`config.mk`:
```
export PLATFORM = sky130hd
export DESIGN_NAME = sorted_unique_value_set_unit
export DESIGN_NICKNAME = d
export VERILOG_FILES = /design/src/rtl/suvs_pkg.sv /design/src/rtl/suvs_ram.sv /design/src/rtl/sorted_unique_value_set_unit.sv
export SDC_FILE = /design/constraint.sdc
export NUM_CORES = 2
export LEC_CHECK = 0
export ABC_AREA = 1
export CORE_MARGIN = 4
export CORE_UTILIZATION = 40
export CTS_CLUSTER_DIAMETER = 200
export CTS_CLUSTER_SIZE = 40
export DETAILED_ROUTE_END_ITERATION = 12
export DONT_BUFFER_PORTS = 1
export PLACE_DENSITY_LB_ADDON = 0.2
export SETUP_SLACK_MARGIN = 0.1
export SLEW_MARGIN = 20
export SYNTH_ARGS = -nofsm -noshare
export SYNTH_HDL_FRONTEND = slang
export SYNTH_SLANG_ARGS = --single-unit
```
`constraint.sdc`:
```
create_clock -name clk_i -period 4.6 [get_ports clk_i]
set_input_delay 0.23 -clock clk_i [delete_from_list [all_inputs] [get_ports clk_i]]
set_output_delay 0.23 -clock clk_i [all_outputs]
set_load 0.02 [all_outputs]
```
`src/rtl/suvs_pkg.sv`:
```
package suvs_pkg;

  localparam int unsigned CAPACITY = 32;

  localparam int unsigned ValueW  = 32;
  localparam int unsigned CountW  = 6;
  localparam int unsigned InDataW  = 40;
  localparam int unsigned OutDataW = 48;

  typedef enum logic [1:0] {
    KIND_INSERT = 2'd0,
    KIND_DELETE = 2'd1,
    KIND_CLEAR  = 2'd2,
    KIND_LIST   = 2'd3
  } kind_e;

  typedef enum logic [2:0] {
    ST_INSERTED  = 3'd0,
    ST_DUPLICATE = 3'd1,
    ST_DELETED   = 3'd2,
    ST_NOT_FOUND = 3'd3,
    ST_FULL      = 3'd4,
    ST_CLEARED   = 3'd5,
    ST_ELEMENT   = 3'd6,
    ST_EMPTY     = 3'd7
  } status_e;

endpackage

```
`src/rtl/suvs_ram.sv`:
```
module suvs_ram #(
  parameter int unsigned WIDTH = 32,
  parameter int unsigned DEPTH = 32,
  localparam int unsigned AW   = (DEPTH > 1) ? $clog2(DEPTH) : 1
) (
  input  logic             clk_i,
  input  logic             we_i,
  input  logic [AW-1:0]    waddr_i,
  input  logic [WIDTH-1:0] wdata_i,
  input  logic             re_i,
  input  logic [AW-1:0]    raddr_i,
  output logic [WIDTH-1:0] rdata_o
);

  logic [WIDTH-1:0] mem_q [DEPTH];
  logic [WIDTH-1:0] rdata_q;

  always_ff @(posedge clk_i) begin
    if (we_i) begin
      mem_q[waddr_i] <= wdata_i;
    end
    if (re_i) begin
      rdata_q <= mem_q[raddr_i];
    end
  end

  assign rdata_o = rdata_q;

endmodule

```
`src/rtl/sorted_unique_value_set_unit.sv`:
```
// sorted set of distinct signed 32-bit values, kept ascending in one ram
//
// input stream s_axis: one transaction per command (insert, delete, clear,
// list). output stream m_axis: one result per command, or for list one
// result per stored value in ascending order with tlast on the final one
// (a single "empty" result when nothing is stored).
//
// commands are handled one at a time; s_axis_tready is high only while idle.
// each search step reads one stored entry and compares it; each moved
// entry is read and written back one slot over; the ram read is registered.
// the next command is taken in the cycle after the last result is loaded.
//
// reset empties the set (count goes to zero); ram contents are not cleared.
// a finished result waits in the output register while m_axis_tready is
// low; the block still takes the next command, and only stalls when it has
// another result to hand over.
module sorted_unique_value_set_unit #(
  parameter int unsigned CAPACITY = suvs_pkg::CAPACITY
) (
  input  logic                            clk_i,
  input  logic                            rst_ni,
  input  logic                            s_axis_tvalid,
  output logic                            s_axis_tready,
  // kind [1:0], value [33:2], zero fill [39:34]
  input  logic [suvs_pkg::InDataW-1:0]    s_axis_tdata,
  output logic                            m_axis_tvalid,
  input  logic                            m_axis_tready,
  // status [2:0], value_out [34:3], count [40:35], zero fill [47:41]
  output logic [suvs_pkg::OutDataW-1:0]   m_axis_tdata,
  output logic                            m_axis_tlast
);

  import suvs_pkg::*;

  localparam int unsigned AW = (CAPACITY > 1) ? $clog2(CAPACITY) : 1;
  localparam int unsigned CW = $clog2(CAPACITY + 1);
  localparam logic [CW-1:0] CapCount = CW'(CAPACITY);

  typedef enum logic [3:0] {
    S_IDLE,
    S_SRD,
    S_SCMP,
    S_SHRD,
    S_SHWR,
    S_INSWR,
    S_EMIT,
    S_LRD,
    S_LOUT
  } state_e;

  state_e                   state_q;
  kind_e                    op_q;
  logic signed [ValueW-1:0] value_q;
  status_e                  status_q;
  logic [CW-1:0]            count_q;
  logic [CW-1:0]            idx_q;
  logic [CW-1:0]            pos_q;

  logic                     m_valid_q;
  status_e                  m_status_q;
  logic [ValueW-1:0]        m_value_q;
  logic                     m_last_q;
  logic [CountW-1:0]        m_count_q;

  logic                     ram_we;
  logic [AW-1:0]            ram_waddr;
  logic [ValueW-1:0]        ram_wdata;
  logic                     ram_re;
  logic [AW-1:0]            ram_raddr;
  logic [ValueW-1:0]        ram_rdata;

  logic [CW-1:0]            idx_m1;
  logic [CW-1:0]            idx_p1;
  logic                     out_free;
  logic                     out_load;
  kind_e                    in_kind;
  logic signed [ValueW-1:0] in_value;

  assign idx_m1   = idx_q - 1'b1;
  assign idx_p1   = idx_q + 1'b1;
  assign out_free = !m_valid_q || m_axis_tready;
  assign out_load = out_free && (state_q == S_EMIT || state_q == S_LOUT);
  assign in_kind  = kind_e'(s_axis_tdata[1:0]);
  assign in_value = s_axis_tdata[33:2];

  assign s_axis_tready = (state_q == S_IDLE);
  assign m_axis_tvalid = m_valid_q;
  assign m_axis_tlast  = m_last_q;
  assign m_axis_tdata  = {7'd0, m_count_q, m_value_q, m_status_q};

  suvs_ram #(
    .WIDTH(ValueW),
    .DEPTH(CAPACITY)
  ) u_ram (
    .clk_i  (clk_i),
    .we_i   (ram_we),
    .waddr_i(ram_waddr),
    .wdata_i(ram_wdata),
    .re_i   (ram_re),
    .raddr_i(ram_raddr),
    .rdata_o(ram_rdata)
  );

  always_comb begin
    ram_re    = 1'b0;
    ram_raddr = idx_q[AW-1:0];
    ram_we    = 1'b0;
    ram_waddr = idx_q[AW-1:0];
    ram_wdata = ram_rdata;
    unique case (state_q)
      S_SRD: begin
        ram_re = (idx_q != count_q);
      end
      S_SHRD: begin
        if (op_q == KIND_INSERT) begin
          ram_re    = (idx_q != pos_q);
          ram_raddr = idx_m1[AW-1:0];
        end else begin
          ram_re    = (idx_p1 != count_q);
          ram_raddr = idx_p1[AW-1:0];
        end
      end
      S_SHWR: begin
        ram_we = 1'b1;
      end
      S_INSWR: begin
        ram_we    = 1'b1;
        ram_waddr = pos_q[AW-1:0];
        ram_wdata = value_q;
      end
      S_LRD: begin
        ram_re = 1'b1;
      end
      default: begin
      end
    endcase
  end

  always_ff @(posedge clk_i or negedge rst_ni) begin
    if (!rst_ni) begin
      state_q   <= S_IDLE;
      count_q   <= '0;
      m_valid_q <= 1'b0;
    end else begin
      if (out_load) begin
        m_valid_q <= 1'b1;
      end else if (m_axis_tready) begin
        m_valid_q <= 1'b0;
      end
      unique case (state_q)
        S_IDLE: begin
          if (s_axis_tvalid) begin
            op_q    <= in_kind;
            value_q <= (in_kind == KIND_INSERT || in_kind == KIND_DELETE) ? in_value : '0;
            idx_q   <= '0;
            unique case (in_kind)
              KIND_INSERT, KIND_DELETE: begin
                state_q <= S_SRD;
              end
              KIND_CLEAR: begin
                count_q  <= '0;
                status_q <= ST_CLEARED;
                state_q  <= S_EMIT;
              end
              KIND_LIST: begin
                if (count_q == '0) begin
                  status_q <= ST_EMPTY;
                  state_q  <= S_EMIT;
                end else begin
                  state_q <= S_LRD;
                end
              end
            endcase
          end
        end
        S_SRD: begin
          if (idx_q == count_q) begin
            // ran past the stored values
            if (op_q == KIND_INSERT) begin
              pos_q <= idx_q;
              if (count_q == CapCount) begin
                status_q <= ST_FULL;
                state_q  <= S_EMIT;
              end else begin
                state_q <= S_SHRD;
              end
            end else begin
              status_q <= ST_NOT_FOUND;
              state_q  <= S_EMIT;
            end
          end else begin
            state_q <= S_SCMP;
          end
        end
        S_SCMP: begin
          if (ram_rdata == value_q) begin
            if (op_q == KIND_INSERT) begin
              status_q <= ST_DUPLICATE;
              state_q  <= S_EMIT;
            end else begin
              state_q <= S_SHRD;
            end
          end else if (op_q == KIND_INSERT && $signed(ram_rdata) > value_q) begin
            pos_q <= idx_q;
            if (count_q == CapCount) begin
              status_q <= ST_FULL;
              state_q  <= S_EMIT;
            end else begin
              idx_q   <= count_q;
              state_q <= S_SHRD;
            end
          end else begin
            idx_q   <= idx_p1;
            state_q <= S_SRD;
          end
        end
        S_SHRD: begin
          if (op_q == KIND_INSERT) begin
            // move entries up from the top down to the insert position
            state_q <= (idx_q == pos_q) ? S_INSWR : S_SHWR;
          end else if (idx_p1 == count_q) begin
            count_q  <= count_q - 1'b1;
            status_q <= ST_DELETED;
            state_q  <= S_EMIT;
          end else begin
            state_q <= S_SHWR;
          end
        end
        S_SHWR: begin
          idx_q   <= (op_q == KIND_INSERT) ? idx_m1 : idx_p1;
          state_q <= S_SHRD;
        end
        S_INSWR: begin
          count_q  <= count_q + 1'b1;
          status_q <= ST_INSERTED;
          state_q  <= S_EMIT;
        end
        S_EMIT: begin
          if (out_free) begin
            m_status_q <= status_q;
            m_value_q  <= value_q;
            m_last_q   <= 1'b1;
            m_count_q  <= CountW'(count_q);
            state_q    <= S_IDLE;
          end
        end
        S_LRD: begin
          state_q <= S_LOUT;
        end
        S_LOUT: begin
          if (out_free) begin
            m_status_q <= ST_ELEMENT;
            m_value_q  <= ram_rdata;
            m_last_q   <= (idx_p1 == count_q);
            m_count_q  <= CountW'(count_q);
            idx_q      <= idx_p1;
            state_q    <= (idx_p1 == count_q) ? S_IDLE : S_LRD;
          end
        end
        default: begin
          state_q <= S_IDLE;
        end
      endcase
    end
  end

endmodule
```
==> metrics <==
die height=around 350 microns; RR Startpoint=state_q[2]; Slew HR=around a quarter; total track usage=between 20% and 30%; post-cts resize count=0; vias in the first global route=between 20,000 and 30,000; first-pass detailed-route iteration total=6; CP Data Arrival Time=approximately 4.0 ns; cts bufs inserted=34; share of cells above drive strength 1=6.38%; syn avg cell area=about 13 sq um; Final Core Density=about 44%; die area=124,000 sq um; Post-CTS Setup Bufs=0; Yosys cell types=41; clk_skew=~0.052 ns; Clock Pin Slew Worst Setup and Hold Paths=0.15 ns; WS Path Type=flip-flop to flip-flop; Max Transition Viols Final=0; core area=around 120,000 sq um; met3 wire length=7460 microns; Yosys Warn Count=0; critical path peak fanout=a little over 40; H-tree depth=2; Inst Count DP=about 5,100; initial core utilization=between 40 and 50%; Root Driver=clkbuf_16; FP Rows=between 100 and 150; gp weighted congestion=between 0.8 and 0.9; half-perimeter wire length after detailed placement=70,300 microns; clock latency at the later pin of the worst-skew pair=0.65 ns; diode count=0; PortBufs=0; Sink Count=approximately 1,200; Max Freq=274 MHz; #FFs+latches synth=~1,200; Via density=5.71; wl on met1=57,200 microns; Worst Setup SP=state_q[2]; sequential area share after synthesis=between 70% and 80%; Main synth FF type=edfxtp_1; total power=about 33 mW; Leakage=between 15 and 20 nW; DR iter-0 viols=3,383; final hold viol count=0; first-pass GRT wire length=~190,000 microns; Clock Tree Buf Depth=3; Residual DRC=0; RSZ-0062 raised after global routing=no; initial antenna violation count=0; number of enable flip-flop cells after synthesis=1,147; final setup vio count=0; IO Pins=95; Worst setup EP type=flip-flop; Max-Cap Viols=0; Area growth syn-to-layout=8.77%; status=completed; actual slew at the worst max-slew pin=~1.1 ns; worst path required time=around 4.9 ns; maximum VDD drop=between 0.4 and 0.5 mV; width of the chip=between 300 and 400 microns; Pwr per Cell Area=around 640 nW/um^2; WL final=about 130,000 microns; post-route clock period utilization=between 70% and 80%; fin cells=5,178; highest metal used=met4; ANT nets after route=0; met2 wire len=~63,000 microns; Cell Area, Synth=around 47,000 sq um; CTS tree=yes; Setup TNS Final=0 ns; Syn Inst Count=approximately 3,700; largest net degree at the start of global routing=roughly 120; GRT overflow=0; WL per Instance=between 20 and 30 microns; Hold-fix buffers, CTS=between 60 and 70; # nets final=3,730; Post-synth ARST share=less than 1%; hold crit path type=input pin to async pin; via count=between 20,000 and 30,000; Worst setup SP type=flip-flop; Final min period=3.65 ns
## cell usage after synthesis (5+ instances only)
| cell type | instances | share of area, % |
|---|---|---|
| buf_2 | 104 | 1.1 |
| a21oi_1 | 25 | 0.26 |
| or2_2 | 5 | 0.066 |
| inv_1 | 127 | 1.0 |
| buf_1 | 5 | 0.040 |
| o211ai_1 | 40 | 0.63 |
| o221ai_1 | 223 | 4.1 |
| xnor2_1 | 9 | 0.17 |
| nand3_1 | 151 | 1.6 |
| dfrtp_1 | 11 | 0.58 |
| clkbuf_1 | 101 | 0.80 |
| buf_6 | 9 | 0.21 |
| o21ai_0 | 458 | 4.8 |
| xor2_1 | 16 | 0.30 |
| nand2_1 | 333 | 2.6 |
| edfxtp_1 | 1147 | 73 |
| o21ai_1 | 143 | 1.5 |
| nand4_1 | 10 | 0.13 |
| nor3_1 | 11 | 0.12 |
| ha_1 | 38 | 1.0 |
| buf_4 | 28 | 0.44 |
| o22ai_1 | 7 | 0.092 |
| nor2_1 | 649 | 5.1 |
## worst max-delay path, cell delays in order, from the launching register on
cell	delay, ns
dfrtp_1	0.44
inv_1	0.06
nor2_1	0.28
nand2_4	0.39
o21ai_0	0.72
nand2_1	0.44
nor2_4	0.70
buf_12	0.26
## metal layers
| layer | vias to the layer above | GRT usage, % |
|---|---|---|
| li1 | 13400 | - |
| met1 | 15000 | 28.7 |
| met2 | 939 | 34.0 |
| met3 | 164 | 2.03 |
| met4 | 0 | 6.35 |
| met5 | - | 0 |
## state kept, by name, indices dropped and copies added (netlist names)
| name | cells |
|---|---|
| m_status_q | 3 |
| u_ram.mem_q | 1024 |
| op_q | 2 |
| value_q | 32 |
| pos_q | 6 |
| count_q | 6 |
| status_q | 3 |
| m_count_q | 6 |
| m_value_q | 32 |
| state_q | 4 |
| idx_q | 6 |
| m_axis_tlast | 1 |
| u_ram.rdata_o | 32 |
| m_axis_tvalid | 1 |
## logic make-up (layout without fill, tap and decap cells)
| family | Yosys count | after routing | share of synthesized area (%) |
|---|---|---|---|
| adder cells (fa/ha/maj) | 39 | 39 | 1.05 |
| other | 1 | 7 | 0.00792 |
| AO/OA/AOI/OAI | 904 | 904 | 11.6 |
| flip-flops | 1158 | 1158 | 73.3 |
| buffers and inverters | 380 | 349 | 3.66 |
| XOR/XNOR | 25 | 25 | 0.462 |
| AND/OR/NAND/NOR | 1172 | 1172 | 9.92 |
## path summary, 6_finish.rpt
path	end	slack, ns	depth (start not counted)
hold reg to reg	m_status_q[2]	0.58	1
max in group asynchronous	count_q[0]	4.17	1
setup / recovery	u_ram.mem_q[27][3]	0.95	7
hold / removal	count_q[1]	0.02	1
min in group clk_i	status_q[0]	0.05	4
setup reg to reg	u_ram.mem_q[27][3]	0.95	7
## layout by cell type (no fill, tap or decap), types with 4 or more instances in the layout
| cell type | count |
|---|---|
| nor2_4 | 33 |
| buf_4 | 65 |
| edfxtp_1 | 1147 |
| o22ai_1 | 7 |
| xor2_1 | 16 |
| nand2_1 | 331 |
| nor2_1 | 616 |
| o21ai_4 | 18 |
| xnor2_1 | 9 |
| conb_1 | 7 |
| or2_2 | 5 |
| dfrtp_1 | 11 |
| nand3_1 | 150 |
| clkbuf_16 | 35 |
| nand4_1 | 10 |
| o21ai_2 | 14 |
| a21oi_1 | 25 |
| o21ai_1 | 145 |
| o211ai_1 | 40 |
| ha_1 | 38 |
| nor3_1 | 8 |
| buf_12 | 41 |
| clkbuf_1 | 6 |
| o221ai_1 | 223 |
| inv_1 | 125 |
| dlygate4sd3_1 | 68 |
| o21ai_0 | 425 |
| nor4_1 | 4 |
## cell type report
class | instances | area [sq um]
inverters | 132 | 523
clock buffers | 41 | 898
flip-flops and latches | 1158 | 34700
multi-input cells | 2147 | 11500
well taps | 1524 | 1910
repair buffers | 174 | 1990
clock inverters | 2 | 12.5
fillers | 10500 | 65300
## stage by stage
stage | hold slack, ns | cell area (sq um) | setup slack [ns]
4_1_cts | 0.00263 | 51400 | 0.919
3_5_place_dp | -0.0649 | 49800 | 1.01
6_report | 0.0228 | 51500 | 0.952
2_1_floorplan | -0.0656 | 47400 | 0.529
5_1_grt | 0.0563 | 51500 | 0.708
3_3_place_gp | -0.0649 | 49800 | 1.02
## where the power goes
group          switching, mW  internal (mW)
registers              0.535           14.2
clock network           2.98           1.42
logic                   10.2           3.67
Note: power is estimated with default switching activity, not from simulation.
